===== config.mk =====
export PLATFORM = sky130hd
export DESIGN_NAME = vrrp_v3_router_election_fsm
export DESIGN_NICKNAME = d
export VERILOG_FILES = /design/src/rtl/vrrp_pkg.sv /design/src/rtl/vrrp_muladd.sv /design/src/rtl/vrrp_core.sv /design/src/rtl/vrrp_v3_router_election_fsm.sv
export VERILOG_INCLUDE_DIRS = /design/src /design/src/rtl
export SDC_FILE = /design/constraint.sdc
export NUM_CORES = 1
export LEC_CHECK = 0
export BUFFER_PORTS_ARGS = -buffer_cell sky130_fd_sc_hd__buf_2
export CELL_PAD_IN_SITES_DETAIL_PLACEMENT = 0
export CELL_PAD_IN_SITES_GLOBAL_PLACEMENT = 2
export CORE_MARGIN = 2
export CORE_UTILIZATION = 45
export CTS_CLUSTER_SIZE = 40
export DETAILED_ROUTE_END_ITERATION = 8
export HOLD_SLACK_MARGIN = 0.05
export PLACE_DENSITY_LB_ADDON = 0.1
export SYNTH_ARGS = -nofsm -noshare
export SYNTH_HDL_FRONTEND = slang
export SYNTH_SLANG_ARGS = --single-unit

===== constraint.sdc =====
create_clock -name clk_i -period 25.6 [get_ports clk_i]
set_clock_uncertainty 0.1 [all_clocks]
set_input_delay 1.28 -clock clk_i [delete_from_list [all_inputs] [get_ports clk_i]]
set_output_delay 1.28 -clock clk_i [all_outputs]
set_load 0.01 [all_outputs]

===== src/rtl/vrrp_v3_router_election_fsm_macros.svh =====
// ----------------------------------------------------------------------------
// vrrp election engine assertion macros
// shared property shorthands, clocked on clk_i and disabled in reset
// ----------------------------------------------------------------------------
`ifndef VRRP_V3_ROUTER_ELECTION_FSM_MACROS_SVH
`define VRRP_V3_ROUTER_ELECTION_FSM_MACROS_SVH

// same-cycle implication
`define VRRP_ASSERT_IMPL(lbl, ante, cons, msg) \
  lbl: assert property (@(posedge clk_i) disable iff (!rst_ni) (ante) |-> (cons)) \
    else $error(msg);

// next-cycle implication
`define VRRP_ASSERT_NEXT(lbl, ante, cons, msg) \
  lbl: assert property (@(posedge clk_i) disable iff (!rst_ni) (ante) |=> (cons)) \
    else $error(msg);

`endif


===== src/rtl/vrrp_pkg.sv =====
`timescale 1ns / 1ps
// ----------------------------------------------------------------------------
// vrrp_pkg
// types, codes and widths shared by the vrrp election engine
// ----------------------------------------------------------------------------
package vrrp_pkg;

  localparam int unsigned USEC_PER_CSEC = 10000;

  localparam int unsigned CSEC_W  = 12;
  localparam int unsigned IV_W    = 26;
  localparam int unsigned CNT_W   = 28;
  localparam int unsigned PRIO_W  = 8;
  localparam int unsigned SPAN_W  = PRIO_W + 1;
  localparam int unsigned USEC_W  = $clog2(USEC_PER_CSEC + 1);
  localparam int unsigned MUL_B_W = (USEC_W > SPAN_W) ? USEC_W : SPAN_W;
  localparam int unsigned MUL_P_W = IV_W + MUL_B_W;

  localparam logic [SPAN_W-1:0]  PRIO_SPAN  = SPAN_W'(256);
  localparam logic [MUL_B_W-1:0] DOWN_MULT  = MUL_B_W'(3);
  localparam logic [MUL_B_W-1:0] USEC_MULT  = MUL_B_W'(USEC_PER_CSEC);
  localparam logic [PRIO_W-1:0]  PRIO_OWNER = 8'hff;
  localparam logic [7:0]         TTL_REQ    = 8'hff;
  localparam logic [3:0]         VER_REQ    = 4'h3;

  // election states
  localparam logic [1:0] ST_INIT    = 2'd0;
  localparam logic [1:0] ST_BACKUP  = 2'd1;
  localparam logic [1:0] ST_MASTER  = 2'd2;
  localparam logic [1:0] ST_STOPPED = 2'd3;

  // request kinds
  localparam logic [1:0] REQ_TICK = 2'd0;
  localparam logic [1:0] REQ_ADV  = 2'd1;
  localparam logic [1:0] REQ_STOP = 2'd2;
  localparam logic [1:0] REQ_NONE = 2'd3;

  // mac actions
  localparam logic [1:0] MAC_NONE    = 2'd0;
  localparam logic [1:0] MAC_TAKE    = 2'd1;
  localparam logic [1:0] MAC_RESTORE = 2'd2;

  // advertisement status
  localparam logic [1:0] ADV_NONE    = 2'd0;
  localparam logic [1:0] ADV_ACTED   = 2'd1;
  localparam logic [1:0] ADV_REJECT  = 2'd2;
  localparam logic [1:0] ADV_DISCARD = 2'd3;

  // configuration register indexes
  localparam int unsigned CFG_IDX_W = 3;
  localparam logic [CFG_IDX_W-1:0] CFG_ROUTER_ID  = 3'd0;
  localparam logic [CFG_IDX_W-1:0] CFG_LOCAL_PRIO = 3'd1;
  localparam logic [CFG_IDX_W-1:0] CFG_PREEMPT    = 3'd2;
  localparam logic [CFG_IDX_W-1:0] CFG_ADV_IVL    = 3'd3;
  localparam logic [CFG_IDX_W-1:0] CFG_OWN_ADDR   = 3'd4;

  localparam int unsigned IN_DATA_W  = 80;
  localparam int unsigned OUT_DATA_W = 16;

  typedef struct packed {
    logic [7:0]        router_id;
    logic [PRIO_W-1:0] local_priority;
    logic              preempt_enable;
    logic [CSEC_W-1:0] adver_interval_csec;
    logic [31:0]       own_address;
  } cfg_t;

  typedef struct packed {
    logic [1:0]        req_type;
    logic [7:0]        adv_ttl;
    logic [3:0]        adv_version;
    logic [7:0]        adv_router_id;
    logic [PRIO_W-1:0] adv_priority;
    logic [CSEC_W-1:0] adv_interval_csec;
    logic [31:0]       adv_source_address;
    logic              adv_checks_ok;
  } item_t;

  typedef struct packed {
    logic [1:0]        router_state;
    logic              send_advert;
    logic [PRIO_W-1:0] advert_priority;
    logic              send_garp;
    logic [1:0]        mac_action;
    logic [1:0]        advert_status;
  } res_t;

endpackage


===== src/rtl/vrrp_muladd.sv =====
`timescale 1ns / 1ps
// ----------------------------------------------------------------------------
// vrrp_muladd
// shared multiply-add unit with registered product, p = a * b + c
// ----------------------------------------------------------------------------
module vrrp_muladd
  import vrrp_pkg::*;
(
  input  logic               clk_i,
  input  logic [IV_W-1:0]    a_i,
  input  logic [MUL_B_W-1:0] b_i,
  input  logic [IV_W-1:0]    c_i,
  output logic [MUL_P_W-1:0] p_o
);

  logic [MUL_P_W-1:0] p_d, p_q;

  assign p_d = MUL_P_W'(a_i) * MUL_P_W'(b_i) + MUL_P_W'(c_i);

  always_ff @(posedge clk_i) begin
    p_q <= p_d;
  end

  assign p_o = p_q;

endmodule


===== src/rtl/vrrp_core.sv =====
`timescale 1ns / 1ps
// ----------------------------------------------------------------------------
// vrrp_core
// election state, timers and the sequencer that drives the shared multiplier
// ----------------------------------------------------------------------------
module vrrp_core
  import vrrp_pkg::*;
(
  input  logic  clk_i,
  input  logic  rst_ni,
  input  cfg_t  cfg_i,
  input  logic  start_i,
  input  item_t item_i,
  input  logic  slot_free_i,
  output logic  idle_o,
  output logic  done_o,
  output res_t  res_o
);

`include "vrrp_v3_router_election_fsm_macros.svh"

  localparam logic [2:0] SQ_IDLE = 3'd0;
  localparam logic [2:0] SQ_IV   = 3'd1;
  localparam logic [2:0] SQ_SKEW = 3'd2;
  localparam logic [2:0] SQ_DOWN = 3'd3;
  localparam logic [2:0] SQ_OWN  = 3'd4;
  localparam logic [2:0] SQ_FIN  = 3'd5;

  logic [2:0]       seq_d, seq_q;
  logic [1:0]       fsm_d, fsm_q;
  logic [CNT_W-1:0] adv_cnt_d, adv_cnt_q;
  logic [CNT_W-1:0] md_cnt_d, md_cnt_q;
  logic [IV_W-1:0]  skew_d, skew_q;
  item_t            item_q;
  logic [IV_W-1:0]  iv_q, skew_new_q;
  logic [CNT_W-1:0] down_new_q;

  logic [IV_W-1:0]    mul_a, mul_c;
  logic [MUL_B_W-1:0] mul_b;
  logic [MUL_P_W-1:0] mul_p;
  logic [SPAN_W-1:0]  skew_mult;
  logic [CSEC_W-1:0]  learn_csec;
  logic               learn_needed;

  logic [CNT_W-1:0] own_usec, adv_dec, md_dec;
  logic             adv_valid, higher;
  logic [PRIO_W-1:0] lp;
  res_t             res;

  vrrp_muladd u_muladd (
    .clk_i (clk_i),
    .a_i   (mul_a),
    .b_i   (mul_b),
    .c_i   (mul_c),
    .p_o   (mul_p)
  );

  assign lp         = cfg_i.local_priority;
  assign skew_mult  = PRIO_SPAN - {1'b0, lp};
  assign learn_csec = (fsm_q == ST_INIT) ? cfg_i.adver_interval_csec
                                         : item_q.adv_interval_csec;

  // learning runs on a tick in init and on any advertisement in init, master or backup
  assign learn_needed = ((item_i.req_type == REQ_TICK) && (fsm_q == ST_INIT)) ||
                        ((item_i.req_type == REQ_ADV) && (fsm_q != ST_STOPPED));

  always_comb begin
    mul_a = '0;
    mul_b = '0;
    mul_c = '0;
    unique case (seq_q)
      SQ_IV: begin
        mul_a = IV_W'(learn_csec);
        mul_b = USEC_MULT;
      end
      SQ_SKEW: begin
        mul_a = mul_p[IV_W-1:0];
        mul_b = MUL_B_W'(skew_mult);
      end
      SQ_DOWN: begin
        mul_a = iv_q;
        mul_b = DOWN_MULT;
        mul_c = mul_p[IV_W+7:8];
      end
      // own interval stays on the unit while the commit waits for the slot
      SQ_OWN, SQ_FIN: begin
        mul_a = IV_W'(cfg_i.adver_interval_csec);
        mul_b = USEC_MULT;
      end
      default: begin
      end
    endcase
  end

  always_comb begin
    seq_d = seq_q;
    unique case (seq_q)
      SQ_IDLE: if (start_i) seq_d = learn_needed ? SQ_IV : SQ_OWN;
      SQ_IV:   seq_d = SQ_SKEW;
      SQ_SKEW: seq_d = SQ_DOWN;
      SQ_DOWN: seq_d = SQ_OWN;
      SQ_OWN:  seq_d = SQ_FIN;
      SQ_FIN:  if (slot_free_i) seq_d = SQ_IDLE;
      default: seq_d = SQ_IDLE;
    endcase
  end

  // in the final step the multiplier holds the own interval in usec
  assign own_usec  = CNT_W'(mul_p[IV_W-1:0]);
  assign adv_dec   = (adv_cnt_q != '0) ? adv_cnt_q - CNT_W'(1) : '0;
  assign md_dec    = (md_cnt_q != '0) ? md_cnt_q - CNT_W'(1) : '0;
  assign adv_valid = (item_q.adv_ttl == TTL_REQ) && (item_q.adv_version == VER_REQ) &&
                     (item_q.adv_router_id == cfg_i.router_id) && item_q.adv_checks_ok;
  assign higher    = (item_q.adv_priority > lp) ||
                     ((item_q.adv_priority == lp) &&
                      (item_q.adv_source_address > cfg_i.own_address));

  always_comb begin
    fsm_d     = fsm_q;
    adv_cnt_d = adv_cnt_q;
    md_cnt_d  = md_cnt_q;
    skew_d    = skew_q;
    res       = '0;
    if (item_q.req_type != REQ_NONE) begin
      unique case (fsm_q)
        ST_INIT: begin
          if (item_q.req_type == REQ_STOP) begin
            fsm_d = ST_STOPPED;
          end else begin
            skew_d = skew_new_q;
            if (lp == PRIO_OWNER) begin
              res.send_advert     = 1'b1;
              res.advert_priority = lp;
              res.send_garp       = 1'b1;
              res.mac_action      = MAC_TAKE;
              adv_cnt_d           = own_usec;
              md_cnt_d            = '0;
              fsm_d               = ST_MASTER;
            end else begin
              adv_cnt_d = '0;
              md_cnt_d  = down_new_q;
              fsm_d     = ST_BACKUP;
            end
            if (item_q.req_type == REQ_ADV) res.advert_status = ADV_DISCARD;
          end
        end
        ST_MASTER: begin
          priority if (item_q.req_type == REQ_STOP) begin
            res.mac_action  = MAC_RESTORE;
            res.send_advert = 1'b1;
            adv_cnt_d       = '0;
            md_cnt_d        = '0;
            fsm_d           = ST_STOPPED;
          end else if (item_q.req_type == REQ_TICK) begin
            if (adv_dec == '0) begin
              res.send_advert     = 1'b1;
              res.advert_priority = lp;
              adv_cnt_d           = own_usec;
            end else begin
              adv_cnt_d = adv_dec;
            end
          end else if (!adv_valid) begin
            res.advert_status = ADV_REJECT;
          end else if (item_q.adv_priority == '0) begin
            res.send_advert     = 1'b1;
            res.advert_priority = lp;
            adv_cnt_d           = own_usec;
            res.advert_status   = ADV_ACTED;
          end else if (higher) begin
            res.mac_action    = MAC_RESTORE;
            skew_d            = skew_new_q;
            adv_cnt_d         = '0;
            md_cnt_d          = down_new_q;
            fsm_d             = ST_BACKUP;
            res.advert_status = ADV_ACTED;
          end else begin
            res.advert_status = ADV_DISCARD;
          end
        end
        ST_BACKUP: begin
          priority if (item_q.req_type == REQ_STOP) begin
            adv_cnt_d = '0;
            md_cnt_d  = '0;
            fsm_d     = ST_STOPPED;
          end else if (item_q.req_type == REQ_TICK) begin
            if (md_dec == '0) begin
              res.send_advert     = 1'b1;
              res.advert_priority = lp;
              res.send_garp       = 1'b1;
              res.mac_action      = MAC_TAKE;
              adv_cnt_d           = own_usec;
              md_cnt_d            = '0;
              fsm_d               = ST_MASTER;
            end else begin
              md_cnt_d = md_dec;
            end
          end else if (!adv_valid) begin
            res.advert_status = ADV_REJECT;
          end else if (item_q.adv_priority == '0) begin
            md_cnt_d          = CNT_W'(skew_q);
            res.advert_status = ADV_ACTED;
          end else if (!cfg_i.preempt_enable || (item_q.adv_priority >= lp)) begin
            skew_d            = skew_new_q;
            md_cnt_d          = down_new_q;
            res.advert_status = ADV_ACTED;
          end else begin
            res.advert_status = ADV_DISCARD;
          end
        end
        ST_STOPPED: begin
          if (item_q.req_type == REQ_ADV) res.advert_status = ADV_DISCARD;
        end
        default: begin
        end
      endcase
    end
    res.router_state = fsm_d;
  end

  assign done_o = (seq_q == SQ_FIN) && slot_free_i;
  assign idle_o = (seq_q == SQ_IDLE);
  assign res_o  = res;

  always_ff @(posedge clk_i or negedge rst_ni) begin
    if (!rst_ni) begin
      seq_q     <= SQ_IDLE;
      fsm_q     <= ST_INIT;
      adv_cnt_q <= '0;
      md_cnt_q  <= '0;
      skew_q    <= '0;
    end else begin
      seq_q <= seq_d;
      if (done_o) begin
        fsm_q     <= fsm_d;
        adv_cnt_q <= adv_cnt_d;
        md_cnt_q  <= md_cnt_d;
        skew_q    <= skew_d;
      end
    end
  end

  // intermediate results of the multiply sequence
  always_ff @(posedge clk_i) begin
    if (start_i) item_q <= item_i;
    if (seq_q == SQ_SKEW) iv_q <= mul_p[IV_W-1:0];
    if (seq_q == SQ_DOWN) skew_new_q <= mul_p[IV_W+7:8];
    if (seq_q == SQ_OWN) down_new_q <= mul_p[CNT_W-1:0];
  end

  `VRRP_ASSERT_IMPL(a_start_when_idle, start_i, seq_q == SQ_IDLE, "item taken while busy")
  `VRRP_ASSERT_NEXT(a_start_leaves_idle, start_i, seq_q != SQ_IDLE, "sequencer did not start")
  `VRRP_ASSERT_NEXT(a_stopped_sticks, fsm_q == ST_STOPPED, fsm_q == ST_STOPPED,
                    "left stopped state")
  `VRRP_ASSERT_IMPL(a_master_no_down_timer, fsm_q == ST_MASTER, md_cnt_q == '0,
                    "master-down timer running in master")
  `VRRP_ASSERT_IMPL(a_backup_no_adv_timer, fsm_q == ST_BACKUP, adv_cnt_q == '0,
                    "advert timer running in backup")

endmodule


===== src/rtl/vrrp_v3_router_election_fsm.sv =====
`timescale 1ns / 1ps
// ----------------------------------------------------------------------------
// vrrp_v3_router_election_fsm
// vrrpv3 master/backup election engine with config registers and result register
// ----------------------------------------------------------------------------
//  channel   direction  handshake                     payload
//  s_axis    in         s_axis_tvalid_i/tready_o      tdata advert summary, tuser kind
//  m_axis    out        m_axis_tvalid_o/tready_i      tdata result item
//  cfg       in         cfg_valid_i/cfg_ready_o       cfg_index_i, cfg_data_i
//
//  items that learn no interval (shutdowns, ignored kinds, ticks outside init,
//  adverts while stopped) need one multiply of the own interval on the shared
//  multiply-add unit, then the commit step. items that learn an interval run
//  interval, skew, down interval and own interval through the same unit one after another.
//  s_axis_tready_o is high only while the sequencer is idle; a held result
//  does not block the next item, only its commit step waits for the slot.
//  reset puts the engine in init with cleared timers and default registers.
// ----------------------------------------------------------------------------
module vrrp_v3_router_election_fsm
  import vrrp_pkg::*;
(
  input  logic                  clk_i,
  input  logic                  rst_ni,
  input  logic                  s_axis_tvalid_i,
  output logic                  s_axis_tready_o,
  // adv_ttl, adv_version, adv_router_id, adv_priority, adv_interval_csec,
  // adv_source_address, adv_checks_ok, zero fill
  input  logic [IN_DATA_W-1:0]  s_axis_tdata_i,
  // req_type
  input  logic [1:0]            s_axis_tuser_i,
  output logic                  m_axis_tvalid_o,
  input  logic                  m_axis_tready_i,
  // router_state, send_advert, advert_priority, send_garp, mac_action,
  // advert_status
  output logic [OUT_DATA_W-1:0] m_axis_tdata_o,
  input  logic                  cfg_valid_i,
  output logic                  cfg_ready_o,
  input  logic [CFG_IDX_W-1:0]  cfg_index_i,
  input  logic [31:0]           cfg_data_i
);

  cfg_t  cfg_d, cfg_q;
  item_t item;
  res_t  res;
  logic  start, idle, done, slot_free;
  logic  out_valid_d, out_valid_q;
  logic [OUT_DATA_W-1:0] out_data_q;

  assign item.req_type           = s_axis_tuser_i;
  assign item.adv_ttl            = s_axis_tdata_i[7:0];
  assign item.adv_version        = s_axis_tdata_i[11:8];
  assign item.adv_router_id      = s_axis_tdata_i[19:12];
  assign item.adv_priority       = s_axis_tdata_i[27:20];
  assign item.adv_interval_csec  = s_axis_tdata_i[39:28];
  assign item.adv_source_address = s_axis_tdata_i[71:40];
  assign item.adv_checks_ok      = s_axis_tdata_i[72];

  assign s_axis_tready_o = idle;
  assign start           = s_axis_tvalid_i && idle;
  assign slot_free       = !out_valid_q || m_axis_tready_i;
  assign cfg_ready_o     = 1'b1;

  always_comb begin
    cfg_d = cfg_q;
    if (cfg_valid_i) begin
      unique case (cfg_index_i)
        CFG_ROUTER_ID:  cfg_d.router_id           = cfg_data_i[7:0];
        CFG_LOCAL_PRIO: cfg_d.local_priority      = cfg_data_i[PRIO_W-1:0];
        CFG_PREEMPT:    cfg_d.preempt_enable      = cfg_data_i[0];
        CFG_ADV_IVL:    cfg_d.adver_interval_csec = cfg_data_i[CSEC_W-1:0];
        CFG_OWN_ADDR:   cfg_d.own_address         = cfg_data_i;
        default: begin
        end
      endcase
    end
  end

  vrrp_core u_core (
    .clk_i       (clk_i),
    .rst_ni      (rst_ni),
    .cfg_i       (cfg_q),
    .start_i     (start),
    .item_i      (item),
    .slot_free_i (slot_free),
    .idle_o      (idle),
    .done_o      (done),
    .res_o       (res)
  );

  always_comb begin
    out_valid_d = out_valid_q;
    if (done) out_valid_d = 1'b1;
    else if (m_axis_tready_i) out_valid_d = 1'b0;
  end

  always_ff @(posedge clk_i or negedge rst_ni) begin
    if (!rst_ni) begin
      cfg_q.router_id           <= 8'd1;
      cfg_q.local_priority      <= 8'd100;
      cfg_q.preempt_enable      <= 1'b1;
      cfg_q.adver_interval_csec <= 12'd100;
      cfg_q.own_address         <= '0;
      out_valid_q               <= 1'b0;
    end else begin
      cfg_q       <= cfg_d;
      out_valid_q <= out_valid_d;
    end
  end

  always_ff @(posedge clk_i) begin
    if (done) begin
      out_data_q <= {res.advert_status, res.mac_action, res.send_garp,
                     res.advert_priority, res.send_advert, res.router_state};
    end
  end

  assign m_axis_tvalid_o = out_valid_q;
  assign m_axis_tdata_o  = out_data_q;

endmodule


==> out/summary.md <==
The run finished with clean final reports. The die footprint came out at 61300 um^2. The logs give 0.128 mV for the maximum vdd drop and 0.275 for the proportion of power drawn by flip-flops and latches. The number of H-tree levels is 2. The leftover overflow at the end of global routing is 0, and the number of buffers inserted to repair setup after CTS is 0. The combined area of all synthesized cells is 26700 um^2, and the cell depth of the worst min-delay path is 0.

In this run, post-CTS hold repair placed 0 buffers. In the routed design, unresolved DRC markers number 0. The most instantiated flip-flop cell in the synthesis netlist is sky130_fd_sc_hd__edfxtp_1.

The switching part of the total works out to 0.465. The tree is rooted in a sky130_fd_sc_hd__clkbuf_16. Setup repair after global routing left no endpoint under its margin.

The tools report the number of global-route vias before repair as 20812. The tightest min-delay check is of the flip-flop to flip-flop type. The run gives 0.453 as the starting utilization of the core area. For this design the total switching power over the nets is 1.72 mW. The internal power of the cells totals 1.98 mW. The critical path in this run is classified as flip-flop to flip-flop. The tools report the number of sinks driven by the clock tree as 354. The overall die width is 248 um. Data on the critical path is required at its endpoint by 25.95 ns. Broken down by cell family, the worst path's largest delay share belongs to adder cells. In this run the deepest clock path goes through 3 buffers. A synthesized cell averages 10.1 um^2.

The critical path depth in cells was 23. The startpoint identified for the worst register-to-register timing path is u_core.seq_q[1]. The number of cells on the worst reg-to-reg path is 23. For the worst-skew pair, the clock arrives at the later sink with an insertion delay of 0.59 ns.

The worst relative slew slack is 0.207, and the number of synthesized flops with an enable pin is 171. The floorplan step set the die height to 248 um. The final route contains 20190 vias. The total of buffers placed on input and output ports was 132; the area share of the leading cell type in the synthesized netlist was 0.192. Across all register-to-register paths, the minimum setup slack is 15.84 ns. Largest net degree at the start of global routing: 84. Yosys attributes the largest share of cell area to sky130_fd_sc_hd__edfxtp_1 19%, sky130_fd_sc_hd__fa_1 19%, sky130_fd_sc_hd__dfrtp_1 13%. For the count of pins over their slew limit, the log shows 0. Synthesis handed over a netlist of 2645 instances.

The final number of hold-violating endpoints came out at 0. The aggregate negative setup slack is 0 ns. The portion of the clock cycle consumed by the worst path in the final layout is 0.381, and the initial DRC count is 1340.

The logs give 0 for the total of warnings raised by yosys and 0 for the number of setup violations in the final report. For the pin with the worst max-slew slack, the measured transition is 1.19 ns. The run gives 78800 um as the aggregate routed wire length. Clock tree synthesis inserted a total of 42 buffers. The power per cell area was 125 nW/um^2. The tools report the number of nets at the end of the flow as 3285. The worst hold path begins at u_core.u_muladd.p_o[32].

The clock period could shrink to 9.76 ns. The largest individual stage delay along the critical path comes from the cell sky130_fd_sc_hd__nand2_1. The worst path arrival time came out at 10.11 ns. Flop and latch count out of synthesis: 354.

The number of buffers and inverters on the critical path is 4, and the unique cell type count in the Yosys netlist is 79. The total power consumption of the routed design came out at 3.71 mW. The logic gate share of total power was 0.564. TritonCTS built the clock tree. In the post-synthesis netlist, the cell with the most instances is sky130_fd_sc_hd__nand2_1. The tools report the destination of the worst register-to-register timing path as u_core.u_muladd.p_o[32]. For this run, the slowest stage of the critical path takes 0.83 ns. After clock tree synthesis, the clock-pin slew on the worst setup and hold paths is 0.06 ns.

By count the netlist is led by 352 x sky130_fd_sc_hd__nand2_1, 297 x sky130_fd_sc_hd__inv_1, 253 x sky130_fd_sc_hd__fa_1. The number of antenna violations at the first check in global routing was 2. The critical path goes through nor2b_1, nand2_1, inv_2, buf_4, nand2_1, nor2_1, fa_1, inv_1, fa_1, inv_1, fa_1, fa_1, fa_1, fa_1, ha_1, nand4_1, nor4b_1, or3b_2, a21oi_1, o31ai_1, o21ai_0, o221ai_1, xnor2_1. Across the run, the number of max-cap violations was 0. Kind of start point of the critical path: a flip-flop.

Summed over all nets, the half-perimeter wirelength after detailed placement is 59500 um. The first global-routing pass estimated 124000 um of wire. Fraction of layout instances using a drive strength above 1: 0.115. The number of cells upsized or downsized after cts came out at 0. The detailed-route vias per instance was 5.65; the total routing usage reported by global routing was 0.267.

In the final routed layout, each cell accounts on average for 22.1 um. The number of placed I/O pins was 141; the placeable core region was 58900 um^2. The static power due to leakage was 12.7 nW; the share of total power in the clock network was 0.161. For the fraction of the yosys area taken by sequential cells, the log shows 0.358. The tools report the row count as 89. In this run the remaining antenna-violating nets after routing total 0.

The worst setup path is captured at a flip-flop. The first detailed-routing pass ran for 5 iterations. Synthesis-to-layout area growth: 10.9%.

Worst-path maximum fanout: 78. By instance count, the cell type seen most on the critical path is sky130_fd_sc_hd__fa_1. At the end of routability-driven placement, the weighted congestion stood at 0.908. The leading area contributor after synthesis is sky130_fd_sc_hd__edfxtp_1.

The fraction of registers with async set or reset after synthesis works out to 0.421. The endpoint of the worst hold path is u_core.skew_new_q[24]. The highest clock frequency the design can meet came out at 102 MHz.
worst max-delay path by stage:
stage               startpoint                 endpoint  slack (ns)
4_1_cts        u_core.seq_q[1]  u_core.u_muladd.p_o[33]       15.97
5_1_grt        u_core.seq_q[1]  u_core.u_muladd.p_o[32]       15.27
2_1_floorplan  u_core.seq_q[1]  u_core.u_muladd.p_o[33]       17.00
3_3_place_gp   u_core.seq_q[1]  u_core.u_muladd.p_o[33]       16.09
3_5_place_dp   u_core.seq_q[1]  u_core.u_muladd.p_o[33]       16.03
6_report       u_core.seq_q[1]  u_core.u_muladd.p_o[32]       15.84
cell families (layout without fill, tap and decap cells):
group / count (synthesis) / count (layout) / synth area share
buffers and inverters: 423 / 545 / 0.0610
adder cells (fa/ha/maj): 400 / 400 / 0.258
other: 2 / 34 / 0.000281
XOR/XNOR: 86 / 86 / 0.0282
AND/OR/NAND/NOR: 840 / 840 / 0.149
flip-flops: 354 / 354 / 0.358
multiplexers: 90 / 90 / 0.0366
AO/OA/AOI/OAI: 450 / 450 / 0.109
power groups by stage:
stage               clock, mW  sequential [mW]  combinational [mW]
detailed placement          0             1.03                2.06
finish                  0.598             1.02                2.09
CTS                     0.613             1.02                2.10
global route            0.637             1.04                2.35
floorplan                   0            0.905                1.53
global placement            0             1.02                2.04
metrics by stage:
stage / utilization / instances / hold WS, ns / setup slack [ns] / instance area [um^2]
CTS: 0.503 / 3570 / 0.329 / 15.97 / 29600
detailed placement: 0.480 / 3492 / 0.315 / 16.03 / 28300
global route: 0.503 / 3571 / 0.335 / 15.27 / 29600
floorplan: - / 2675 / 0.308 / 17.00 / 26800
finish: 0.503 / 3572 / 0.328 / 15.84 / 29600
global placement: 0.480 / 3492 / 0.313 / 16.09 / 28300
cells in the final DEF, fill, tap and decap left out, types with 16 or more instances in the layout:
master and instances:
sky130_fd_sc_hd__a21o_1 17, sky130_fd_sc_hd__a21oi_1 86, sky130_fd_sc_hd__a22o_1 45, sky130_fd_sc_hd__a22oi_1 37, sky130_fd_sc_hd__a31oi_1 24, sky130_fd_sc_hd__and3_1 20
sky130_fd_sc_hd__and4_1 16, sky130_fd_sc_hd__buf_2 131, sky130_fd_sc_hd__buf_4 37, sky130_fd_sc_hd__clkbuf_16 43, sky130_fd_sc_hd__conb_1 32, sky130_fd_sc_hd__dfrtp_1 141
sky130_fd_sc_hd__dfxtp_1 34, sky130_fd_sc_hd__edfxtp_1 171, sky130_fd_sc_hd__fa_1 253, sky130_fd_sc_hd__ha_1 147, sky130_fd_sc_hd__inv_1 297, sky130_fd_sc_hd__mux2_2 59
sky130_fd_sc_hd__mux2i_1 29, sky130_fd_sc_hd__nand2_1 352, sky130_fd_sc_hd__nand3_1 39, sky130_fd_sc_hd__nand4_1 30, sky130_fd_sc_hd__nor2_1 178, sky130_fd_sc_hd__nor3_1 57
sky130_fd_sc_hd__nor4_1 39, sky130_fd_sc_hd__o21ai_0 120, sky130_fd_sc_hd__o22ai_1 29, sky130_fd_sc_hd__xnor2_1 56, sky130_fd_sc_hd__xor2_1 30
metal layers:
layer | up-vias | track usage | wire length [um]
met1 | 10206 | 0.375 | 35300
met3 | 123 | 0.0402 | 4650
met4 | 0 | 0.0803 | 2200
li1 | 9292 | - | -
met5 | - | 0 | 0
met2 | 569 | 0.427 | 36700
flip-flops by register name, summed over array words and instances, names as in the netlist:
| signal | cells |
|---|---|
| cfg_q | 61 |
| m_axis_tdata_o | 16 |
| u_core.skew_q | 26 |
| u_core.down_new_q | 28 |
| u_core.adv_cnt_q | 28 |
| u_core.md_cnt_q | 28 |
| u_core.skew_new_q | 26 |
| u_core.u_muladd.p_o | 34 |
| u_core.item_q | 75 |
| u_core.fsm_q | 2 |
| u_core.iv_q | 26 |
| u_core.seq_q | 3 |
| m_axis_tvalid_o | 1 |
cell type report:
| type | count | area, um^2 |
|---|---|---|
| Sequential cell | 354 | 9550 |
| Fill cell | 5479 | 29300 |
| Multi-Input combinational cell | 1898 | 15700 |
| Antenna cell | 2 | 5.00 |
| Clock inverter | 17 | 175 |
| Timing Repair Buffer | 169 | 945 |
| Inverter | 298 | 1120 |
| Clock buffer | 61 | 1170 |
| Tap cell | 773 | 967 |
Note: power is estimated with default switching activity, not from simulation.
